### src/design/psfp_pkg.sv
// ============================================================================
// Particle sensor frame parser package
// Shared types and constants for the frame parser front end, queue and back end.
// ============================================================================
package psfp_pkg;

    localparam logic [7:0] START_BYTE_RESET = 8'h42;
    localparam int         QUEUE_DEPTH      = 4;

    typedef struct packed {
        logic wr;
        logic emit;
        logic err;
    } t_cmd_op;

    localparam int OP_W = $bits(t_cmd_op);

endpackage

### src/design/psfp_byte_if.sv
// ============================================================================
// Byte channel
// Valid/ready channel carrying one received serial byte per word.
// ============================================================================
interface psfp_byte_if;

    logic       valid;
    logic       ready;
    logic [7:0] byte_value;

    modport source (output valid, output byte_value, input ready);
    modport sink   (input valid, input byte_value, output ready);

endinterface

### src/design/psfp_res_if.sv
// ============================================================================
// Result channel
// Valid/ready channel carrying one decoded frame word or an error result.
// ============================================================================
interface psfp_res_if;

    logic        valid;
    logic        ready;
    logic [3:0]  word_index;
    logic [15:0] word_value;
    logic        status;
    logic        last;

    modport source (output valid, output word_index, output word_value,
                    output status, output last, input ready);
    modport sink   (input valid, input word_index, input word_value,
                    input status, input last, output ready);

endinterface

### src/design/psfp_front.sv
// ============================================================================
// Frame parser front end
// Tracks framing, sums the header and payload, pairs bytes into words and
// issues store, emit and error commands to the queue.
// ============================================================================
module psfp_front #(
    parameter  int FRAME_BYTES = 32,
    localparam int WORD_COUNT  = (FRAME_BYTES - 2) / 2,
    localparam int ADDR_W      = (WORD_COUNT > 1) ? $clog2(WORD_COUNT) : 1,
    localparam int CMD_W       = psfp_pkg::OP_W + ADDR_W + 16
) (
    input  logic                  i_clk,
    input  logic                  i_rst_n,
    psfp_byte_if.sink             i_byte,
    input  logic                  i_cfg_we,
    input  logic [7:0]            i_cfg_wdata,
    output logic                  o_push,
    output logic [CMD_W-1:0]      o_cmd,
    input  logic                  i_full
);

    localparam int CNT_W      = $clog2(FRAME_BYTES);

    logic             r_in_frame, n_in_frame;
    logic [CNT_W-1:0] r_count,    n_count;
    logic [15:0]      r_sum,      n_sum;
    logic [7:0]       r_hold,     n_hold;
    logic [15:0]      r_last_word, n_last_word;
    logic [7:0]       r_start;

    logic             accept;
    logic [7:0]       b;
    logic [CNT_W-1:0] pos;
    logic [CNT_W-1:0] widx;
    logic [15:0]      new_word;
    logic [15:0]      check_word;
    logic             wr;
    logic             fin;
    logic             last_slot;
    psfp_pkg::t_cmd_op op;

    assign i_byte.ready = !i_full;
    assign accept       = i_byte.valid && !i_full;
    assign b            = i_byte.byte_value;
    assign pos          = r_count - CNT_W'(2);
    assign widx         = pos >> 1;
    assign new_word     = {r_hold, b};
    assign last_slot    = (widx == CNT_W'(WORD_COUNT - 1));

    always_comb begin
        n_in_frame  = r_in_frame;
        n_count     = r_count;
        n_sum       = r_sum;
        n_hold      = r_hold;
        n_last_word = r_last_word;
        wr          = 1'b0;
        fin         = 1'b0;
        if (accept) begin
            if (!r_in_frame) begin
                if (b == r_start) begin
                    n_in_frame = 1'b1;
                    n_count    = CNT_W'(1);
                    n_sum      = {8'h00, b};
                end
            end else begin
                if (r_count < CNT_W'(FRAME_BYTES - 2)) begin
                    n_sum = r_sum + {8'h00, b};
                end
                if (r_count >= CNT_W'(2)) begin
                    if (!pos[0]) begin
                        n_hold = b;
                    end else if (widx < CNT_W'(WORD_COUNT)) begin
                        wr = 1'b1;
                        if (last_slot) begin
                            n_last_word = new_word;
                        end
                    end
                end
                n_count = r_count + CNT_W'(1);
                if (r_count == CNT_W'(FRAME_BYTES - 1)) begin
                    fin        = 1'b1;
                    n_in_frame = 1'b0;
                    n_count    = '0;
                end
            end
        end
    end

    assign check_word = (wr && last_slot) ? new_word : r_last_word;

    always_comb begin
        op.wr   = wr;
        op.emit = fin && (r_sum == check_word);
        op.err  = fin && (r_sum != check_word);
    end

    assign o_push = accept && (wr || fin);
    assign o_cmd  = {op, ADDR_W'(widx), new_word};

    always_ff @(posedge i_clk) begin
        if (!i_rst_n) begin
            r_in_frame <= 1'b0;
            r_count    <= '0;
            r_sum      <= '0;
            r_hold     <= '0;
            r_start    <= psfp_pkg::START_BYTE_RESET;
        end else begin
            r_in_frame <= n_in_frame;
            r_count    <= n_count;
            r_sum      <= n_sum;
            r_hold     <= n_hold;
            if (i_cfg_we) begin
                r_start <= i_cfg_wdata;
            end
        end
    end

    always_ff @(posedge i_clk) begin
        r_last_word <= n_last_word;
    end

endmodule

### src/design/psfp_queue.sv
// ============================================================================
// Command queue
// Short first-in first-out buffer between the front and back ends.
// ============================================================================
module psfp_queue #(
    parameter int WIDTH = 24,
    parameter int DEPTH = 4
) (
    input  logic             i_clk,
    input  logic             i_rst_n,
    input  logic             i_push,
    input  logic [WIDTH-1:0] i_data,
    output logic             o_full,
    output logic             o_valid,
    output logic [WIDTH-1:0] o_data,
    input  logic             i_pop
);

    localparam int PTR_W = (DEPTH > 1) ? $clog2(DEPTH) : 1;
    localparam int CNT_W = PTR_W + 1;

    logic [WIDTH-1:0] r_mem [DEPTH];
    logic [PTR_W-1:0] r_head;
    logic [PTR_W-1:0] r_tail;
    logic [CNT_W-1:0] r_count;
    logic             do_push;
    logic             do_pop;

    assign o_full  = (r_count == CNT_W'(DEPTH));
    assign o_valid = (r_count != '0);
    assign o_data  = r_mem[r_head];
    assign do_push = i_push && !o_full;
    assign do_pop  = i_pop && o_valid;

    always_ff @(posedge i_clk) begin
        if (do_push) begin
            r_mem[r_tail] <= i_data;
        end
    end

    always_ff @(posedge i_clk) begin
        if (!i_rst_n) begin
            r_head  <= '0;
            r_tail  <= '0;
            r_count <= '0;
        end else begin
            if (do_push) begin
                r_tail <= (r_tail == PTR_W'(DEPTH - 1)) ? '0 : r_tail + PTR_W'(1);
            end
            if (do_pop) begin
                r_head <= (r_head == PTR_W'(DEPTH - 1)) ? '0 : r_head + PTR_W'(1);
            end
            if (do_push && !do_pop) begin
                r_count <= r_count + CNT_W'(1);
            end else if (do_pop && !do_push) begin
                r_count <= r_count - CNT_W'(1);
            end
        end
    end

endmodule

### src/design/psfp_back.sv
// ============================================================================
// Frame parser back end
// Stores decoded words, and on a frame end emits either the word list or a
// single error result through a registered output.
// ============================================================================
module psfp_back #(
    parameter  int FRAME_BYTES = 32,
    localparam int WORD_COUNT  = (FRAME_BYTES - 2) / 2,
    localparam int ADDR_W      = (WORD_COUNT > 1) ? $clog2(WORD_COUNT) : 1,
    localparam int CMD_W       = psfp_pkg::OP_W + ADDR_W + 16
) (
    input  logic                  i_clk,
    input  logic                  i_rst_n,
    input  logic                  i_cmd_valid,
    input  logic [CMD_W-1:0]      i_cmd,
    output logic                  o_pop,
    psfp_res_if.source            o_res
);

    typedef enum logic [1:0] {
        ST_IDLE,
        ST_READ,
        ST_SHOW
    } t_state;

    t_state            r_state;
    logic [15:0]       r_mem [WORD_COUNT];
    logic [15:0]       r_rd_data;
    logic [ADDR_W-1:0] r_idx;
    logic              r_out_valid;
    logic [3:0]        r_out_index;
    logic [15:0]       r_out_value;
    logic              r_out_status;
    logic              r_out_last;

    psfp_pkg::t_cmd_op cmd_op;
    logic [ADDR_W-1:0] cmd_addr;
    logic [15:0]       cmd_data;
    logic              out_free;
    logic              pop;
    logic              idx_last;
    logic              load;

    assign cmd_op   = i_cmd[CMD_W-1 -: psfp_pkg::OP_W];
    assign cmd_addr = i_cmd[16 +: ADDR_W];
    assign cmd_data = i_cmd[15:0];
    assign out_free = !r_out_valid || o_res.ready;
    assign pop      = (r_state == ST_IDLE) && i_cmd_valid && out_free;
    assign idx_last = (r_idx == ADDR_W'(WORD_COUNT - 1));
    assign o_pop    = pop;
    assign load     = (pop && cmd_op.err) || ((r_state == ST_SHOW) && out_free);

    always_ff @(posedge i_clk) begin
        if (pop && cmd_op.wr) begin
            r_mem[cmd_addr] <= cmd_data;
        end
        if (r_state == ST_READ) begin
            r_rd_data <= r_mem[r_idx];
        end
    end

    always_ff @(posedge i_clk) begin
        if (!i_rst_n) begin
            r_state     <= ST_IDLE;
            r_out_valid <= 1'b0;
        end else begin
            if (load) begin
                r_out_valid <= 1'b1;
            end else if (o_res.ready) begin
                r_out_valid <= 1'b0;
            end
            unique case (r_state)
                ST_IDLE: begin
                    if (pop) begin
                        if (cmd_op.err) begin
                            r_out_index  <= '0;
                            r_out_value  <= '0;
                            r_out_status <= 1'b1;
                            r_out_last   <= 1'b1;
                        end else if (cmd_op.emit) begin
                            r_idx   <= '0;
                            r_state <= ST_READ;
                        end
                    end
                end
                ST_READ: begin
                    r_state <= ST_SHOW;
                end
                ST_SHOW: begin
                    if (out_free) begin
                        r_out_index  <= 4'(r_idx);
                        r_out_value  <= r_rd_data;
                        r_out_status <= 1'b0;
                        r_out_last   <= idx_last;
                        if (idx_last) begin
                            r_state <= ST_IDLE;
                        end else begin
                            r_idx   <= r_idx + ADDR_W'(1);
                            r_state <= ST_READ;
                        end
                    end
                end
                default: begin
                    r_state <= ST_IDLE;
                end
            endcase
        end
    end

    assign o_res.valid      = r_out_valid;
    assign o_res.word_index = r_out_index;
    assign o_res.word_value = r_out_value;
    assign o_res.status     = r_out_status;
    assign o_res.last       = r_out_last;

endmodule

### src/design/particle_sensor_frame_parser.sv
// ============================================================================
// Particle sensor frame parser
// Bytes enter on i_byte (valid/ready, one byte per word). Outside a frame any
// byte other than the configured start byte is dropped; the start byte opens
// a frame of FRAME_BYTES bytes. Words go out on o_res (valid/ready): on a good
// checksum all (FRAME_BYTES-2)/2 words in order with last set on the final
// one, otherwise one result with status 1, index 0, value 0 and last set.
// i_cfg_we/i_cfg_wdata write the start byte (reset 0x42); write when idle.
// The front end posts word stores and the frame-end command into a four-entry
// queue; on a frame-end command the back end reads each word from its word
// memory through a registered read and then loads it into its output register,
// and it pops no further command until the last word is loaded. When o_res
// stalls the back end holds its output and stops draining; once the queue
// fills, i_byte.ready drops until it drains.
// Synchronous active-low reset empties the queue, closes any open frame and
// drops any result in flight.
// ============================================================================
module particle_sensor_frame_parser #(
    parameter int FRAME_BYTES = 32
) (
    input  logic        i_clk,
    input  logic        i_rst_n,
    psfp_byte_if.sink   i_byte,
    psfp_res_if.source  o_res,
    input  logic        i_cfg_we,
    input  logic [7:0]  i_cfg_wdata
);

    localparam int WORD_COUNT = (FRAME_BYTES - 2) / 2;
    localparam int ADDR_W     = (WORD_COUNT > 1) ? $clog2(WORD_COUNT) : 1;
    localparam int CMD_W      = psfp_pkg::OP_W + ADDR_W + 16;

    logic             push;
    logic [CMD_W-1:0] push_cmd;
    logic             full;
    logic             cmd_valid;
    logic [CMD_W-1:0] cmd;
    logic             pop;

    psfp_front #(
        .FRAME_BYTES (FRAME_BYTES)
    ) u_front (
        .i_clk       (i_clk),
        .i_rst_n     (i_rst_n),
        .i_byte      (i_byte),
        .i_cfg_we    (i_cfg_we),
        .i_cfg_wdata (i_cfg_wdata),
        .o_push      (push),
        .o_cmd       (push_cmd),
        .i_full      (full)
    );

    psfp_queue #(
        .WIDTH (CMD_W),
        .DEPTH (psfp_pkg::QUEUE_DEPTH)
    ) u_queue (
        .i_clk   (i_clk),
        .i_rst_n (i_rst_n),
        .i_push  (push),
        .i_data  (push_cmd),
        .o_full  (full),
        .o_valid (cmd_valid),
        .o_data  (cmd),
        .i_pop   (pop)
    );

    psfp_back #(
        .FRAME_BYTES (FRAME_BYTES)
    ) u_back (
        .i_clk       (i_clk),
        .i_rst_n     (i_rst_n),
        .i_cmd_valid (cmd_valid),
        .i_cmd       (cmd),
        .o_pop       (pop),
        .o_res       (o_res)
    );

endmodule
### src/flat_wrapper.sv
// flat-port wrapper written by rule: the top's interface ports become plain ports
module particle_sensor_frame_parser_flat 
#(
    parameter int FRAME_BYTES = 32
)
  (i_clk, i_rst_n, i_cfg_we, i_cfg_wdata, i_byte_valid, i_byte_byte_value, i_byte_ready, o_res_valid, o_res_word_index, o_res_word_value, o_res_status, o_res_last, o_res_ready);
  psfp_byte_if i_byte_i ();
  psfp_res_if o_res_i ();
  input  logic i_clk;
  input  logic i_rst_n;
  input  logic i_cfg_we;
  input  logic [7:0] i_cfg_wdata;
  input wire logic [$bits(i_byte_i.valid)-1:0] i_byte_valid;
  input wire logic [$bits(i_byte_i.byte_value)-1:0] i_byte_byte_value;
  output wire logic [$bits(i_byte_i.ready)-1:0] i_byte_ready;
  output wire logic [$bits(o_res_i.valid)-1:0] o_res_valid;
  output wire logic [$bits(o_res_i.word_index)-1:0] o_res_word_index;
  output wire logic [$bits(o_res_i.word_value)-1:0] o_res_word_value;
  output wire logic [$bits(o_res_i.status)-1:0] o_res_status;
  output wire logic [$bits(o_res_i.last)-1:0] o_res_last;
  input wire logic [$bits(o_res_i.ready)-1:0] o_res_ready;
  assign i_byte_i.valid = i_byte_valid;
  assign i_byte_i.byte_value = i_byte_byte_value;
  assign i_byte_ready = i_byte_i.ready;
  assign o_res_valid = o_res_i.valid;
  assign o_res_word_index = o_res_i.word_index;
  assign o_res_word_value = o_res_i.word_value;
  assign o_res_status = o_res_i.status;
  assign o_res_last = o_res_i.last;
  assign o_res_i.ready = o_res_ready;
  particle_sensor_frame_parser #(.FRAME_BYTES(FRAME_BYTES)) u_core (.i_clk(i_clk), .i_rst_n(i_rst_n), .i_byte(i_byte_i), .o_res(o_res_i), .i_cfg_we(i_cfg_we), .i_cfg_wdata(i_cfg_wdata));
endmodule
### config.mk
export PLATFORM = sky130hd
export DESIGN_NAME = particle_sensor_frame_parser_flat
export DESIGN_NICKNAME = d
export VERILOG_FILES = /design/src/design/psfp_pkg.sv /design/src/design/psfp_byte_if.sv /design/src/design/psfp_res_if.sv /design/src/design/psfp_front.sv /design/src/design/psfp_queue.sv /design/src/design/psfp_back.sv /design/src/design/particle_sensor_frame_parser.sv /design/src/flat_wrapper.sv
export SDC_FILE = /design/constraint.sdc
export NUM_CORES = 1
export LEC_CHECK = 0
export BUFFER_PORTS_ARGS = -buffer_cell sky130_fd_sc_hd__buf_4
export CAP_MARGIN = 10
export CELL_PAD_IN_SITES_DETAIL_PLACEMENT = 0
export CELL_PAD_IN_SITES_GLOBAL_PLACEMENT = 1
export CORE_MARGIN = 5
export CORE_UTILIZATION = 53
export CTS_BUF_LIST = sky130_fd_sc_hd__clkbuf_2 sky130_fd_sc_hd__clkbuf_4 sky130_fd_sc_hd__clkbuf_8
export DETAILED_ROUTE_END_ITERATION = 10
export PLACE_DENSITY_LB_ADDON = 0.3
export SETUP_SLACK_MARGIN = 0.2
export SLEW_MARGIN = 5
export SYNTH_ARGS = -nofsm -noshare
export SYNTH_HDL_FRONTEND = slang
export SYNTH_SLANG_ARGS = --single-unit
### constraint.sdc
create_clock -name i_clk -period 4.2 [get_ports i_clk]
set_clock_uncertainty 0.15 [all_clocks]
set_input_delay 0.84 -clock i_clk [delete_from_list [all_inputs] [get_ports i_clk]]
set_output_delay 0.84 -clock i_clk [all_outputs]
set_load 0.01 [all_outputs]
==> qor.txt <==
Worst Hold Class: in2reg
diodes inserted: 0
Tcrit/Tclk final: 0.781
CTS buffer count: 71
Die Area: 0.0372 mm²
Yosys top cell by area: edfxtp_1
number of flops mapped to enable cells by yosys: 390
all-layer global routing usage: 0.190
CP max stage delay: 0.61 ns
RSZ-0062 raised after global routing: false
WP depth: 8
synthesized cell area: 0.0177 mm²
nets@finish: 1232
TNS Setup: 0 ns
setup violators final: 0
Avg Vias per Cell: 5.62
top cell type's share of synthesized area: 0.660
Filler Cell Count: 2513
P_leak: 6.70 nW
CP Cell Sequence: inv_1, ha_1, nor4_4, buf_4, mux2i_1, o311ai_0, or4_1, o21ba_1
max-cap violation count: 0
post-synth cell types: 64
grt met2 use: 0.324
Post-CTS Setup Inserts: 0
sequential cell area fraction in the yosys report: 0.716
# port buffers: 44
Die H: 193 µm
GRT overflow: 0
drt drc: 0
width of the die: 193 µm
Iter 0 DRT Violations: 799
dominant synthesized flop cell: edfxtp_1
layout cells sized above 1: 0.225
Synth Instances: 1083
CP arrival: 3.44 ns
Post-CTS Hold Fix Bufs: 0
routed vias: 9494
row count: 67
Crit path required time: 4.37 ns
fin crit period: 3.28 ns
first-pass GRT wire length: 54.7 mm
area of the multi-input gates: 0.00475 mm²
Initial Utilization: 0.533
post-CTS sizing: 0
drt wl/cell: 20.2 µm
measured slew at the worst slew-check pin: 1.04 ns
crit start category: flop
Final Slew Violations: 0
FMAX: 0.305 GHz
CTS tree: done
Post-Syn Area per Cell: 16.4 µm²
Pwr Density: 483 mW/mm²
CP Class: reg2reg
Global Route met1 Usage: 0.251
Ports: 45
vias in the first global route: 9909
#FFs+latches synth: 440
register area: 0.0127 mm²
CTS sink cnt: 440
drt first pass iters: 5
root buf cell: clkbuf_8
grt peak-use layer: met2
worst vdd ir: 0.000276 V
Routed Antenna Nets: 0
largest cells by area after synthesis: edfxtp_1, mux4_2, dfxtp_1, mux2i_1, mux2_2
CTS max path bufs: 3
Routed WL: 34.1 mm
slowest stage cell, crit path: or4_1
ys async rst share: 0
M3 GR Usage: 0.0360
CP Capture Type: flop
Critical path buffers and inverters: 2
clk slew on worst S/H paths: 0.06 ns
worst skew pair latency: 0.58 ns
initial antenna violation count: 0
Core ar.: 0.0333 mm²
final hold vios: 0
htree depth: 3
largest net degree at the start of global routing: 85
worst-path maximum fanout: 30
CP top delay family: simple AND/OR/NAND/NOR gates
Min-Delay Path Depth: 3
RD Place Congestion: 0.820
r2r worst-path depth: 8
Worst slew margin: 0.304
half-perimeter wire length after placement: 21.5 mm
status: finished, final reports clean
Layout area overhead: 13.2%
Hold WS: 0.319 ns
Synth warnings: 0
Synthesized Nets: 1127
worst reg2reg setup slack: 0.92 ns
## worst register-to-register path: stages (launching register included)
cell and delay [ns]:
dfxtp_1 0.44, inv_1 0.16, ha_1 0.31, nor4_4 0.29, buf_4 0.41, mux2i_1 0.26, o311ai_0 0.16, or4_1 0.61
o21ba_1 0.26
## worst paths after layout
check,start,to
max,u_core.u_front.r_count[1],u_core.u_queue.r_mem[3][20]
min,i_cfg_wdata[1],u_core.u_front.r_start[1]
max reg2reg,u_core.u_front.r_count[1],u_core.u_queue.r_mem[3][20]
min reg2reg,u_core.u_back.r_rd_data[1],u_core.u_back.o_res.word_value[1]
## cells by family (layout without fill, tap and decap cells)
logic type	count (synthesis)	in the layout	synth area share
buffers and inverters	72	229	0.0159
multiplexers	140	140	0.120
flip-flops	440	440	0.716
XOR/XNOR	28	28	0.0138
AND/OR/NAND/NOR	233	233	0.0654
adder cells (fa/ha/maj)	23	23	0.0171
AO/OA/AOI/OAI	147	147	0.0514
## final cells by class
cell class,instances,area share
Multi-Input combinational cell,571,0.237
Clock inverter,31,0.0102
Timing Repair Buffer,76,0.0290
Clock buffer,94,0.0585
Sequential cell,440,0.633
Tap cell,448,0.0279
Inverter,28,0.00523
## stage by stage
step	util	setup WS [ns]	cells	instance area (µm²)	power (mW)
3_3_place_gp	0.562	0.745	1563	18700	6.22
2_1_floorplan	-	1.09	1083	17700	5.89
5_1_grt	0.604	0.749	1688	20100	10.1
3_5_place_dp	0.562	0.722	1563	18700	6.26
4_1_cts	0.604	0.966	1688	20100	9.82
6_report	0.604	0.922	1688	20100	9.70
## sequential cells by signal, summed over array words and instances (netlist names), named ones only
register                        count
u_core.u_back.r_mem               240
u_core.u_front.r_hold               8
u_core.u_front.r_in_frame           1
u_core.u_front.r_sum               16
u_core.u_front.r_count              5
u_core.u_back.r_state               2
u_core.u_front.r_start              8
u_core.u_back.o_res.last            1
u_core.u_queue.r_tail               2
u_core.u_queue.r_mem               92
u_core.u_back.o_res.valid           1
u_core.u_back.r_rd_data            16
u_core.u_back.o_res.word_index      4
u_core.u_back.o_res.word_value     16
u_core.u_back.o_res.status          1
u_core.u_back.r_idx                 4
u_core.u_front.r_last_word         16
u_core.u_queue.r_head               2
u_core.u_queue.r_count              3
## cell usage after synthesis, types with 4 or more instances
cell,instances
buf_2,5
o22ai_1,26
mux4_2,55
dfxtp_1,50
or3_1,5
o21ai_1,8
nor2b_1,9
edfxtp_1,390
inv_1,25
or4_1,7
nor2_1,81
a211oi_1,4
a22oi_1,16
o311ai_0,4
mux2i_1,52
nor3_1,13
and2_1,23
mux2_2,32
nand4_1,6
o211ai_1,4
nand2b_1,11
xor2_1,12
buf_1,7
and3_1,4
nand2_1,48
o21ai_0,35
ha_1,21
a21oi_1,32
clkbuf_1,30
nand3_1,8
xnor2_1,16
## where the power goes
group          leakage (nW)  internal [mW]  switching [mW]
sequential             3.89           5.18          0.0553
combinational          2.08          0.305           0.612
clock                 0.728           1.95            1.59
## per-layer routing
metal | vias to the layer above | part of all wire
li1 | 4427 | -
met3 | 50 | 0.045
met2 | 249 | 0.50
met4 | 0 | 0.017
met1 | 4768 | 0.44
met5 | - | 0
## cells in the final DEF, fill, tap and decap left out, types with 3 or more instances in the layout
cell,instances
and3_1,4
mux2_2,32
a22oi_1,16
buf_4,75
nand3_1,8
nand3b_1,3
dfxtp_1,50
nand2b_1,11
o21ai_1,8
o22ai_1,26
xor2_1,12
o211ai_1,4
mux4_2,55
nand4_1,6
nor2_1,80
ha_1,21
a21oi_1,32
o21ai_0,35
nand2_1,48
edfxtp_1,390
a211oi_1,4
and2_1,23
clkbuf_4,19
nor2b_1,9
or3_1,5
or4_1,7
clkinv_1,19
xnor2_1,16
clkinv_2,6
o311ai_0,4
nor4_1,3
mux2i_1,52
nor3b_1,3
nor3_1,13
inv_1,25
clkbuf_8,75
No activity file was read; power rests on OpenSTA's default activity.
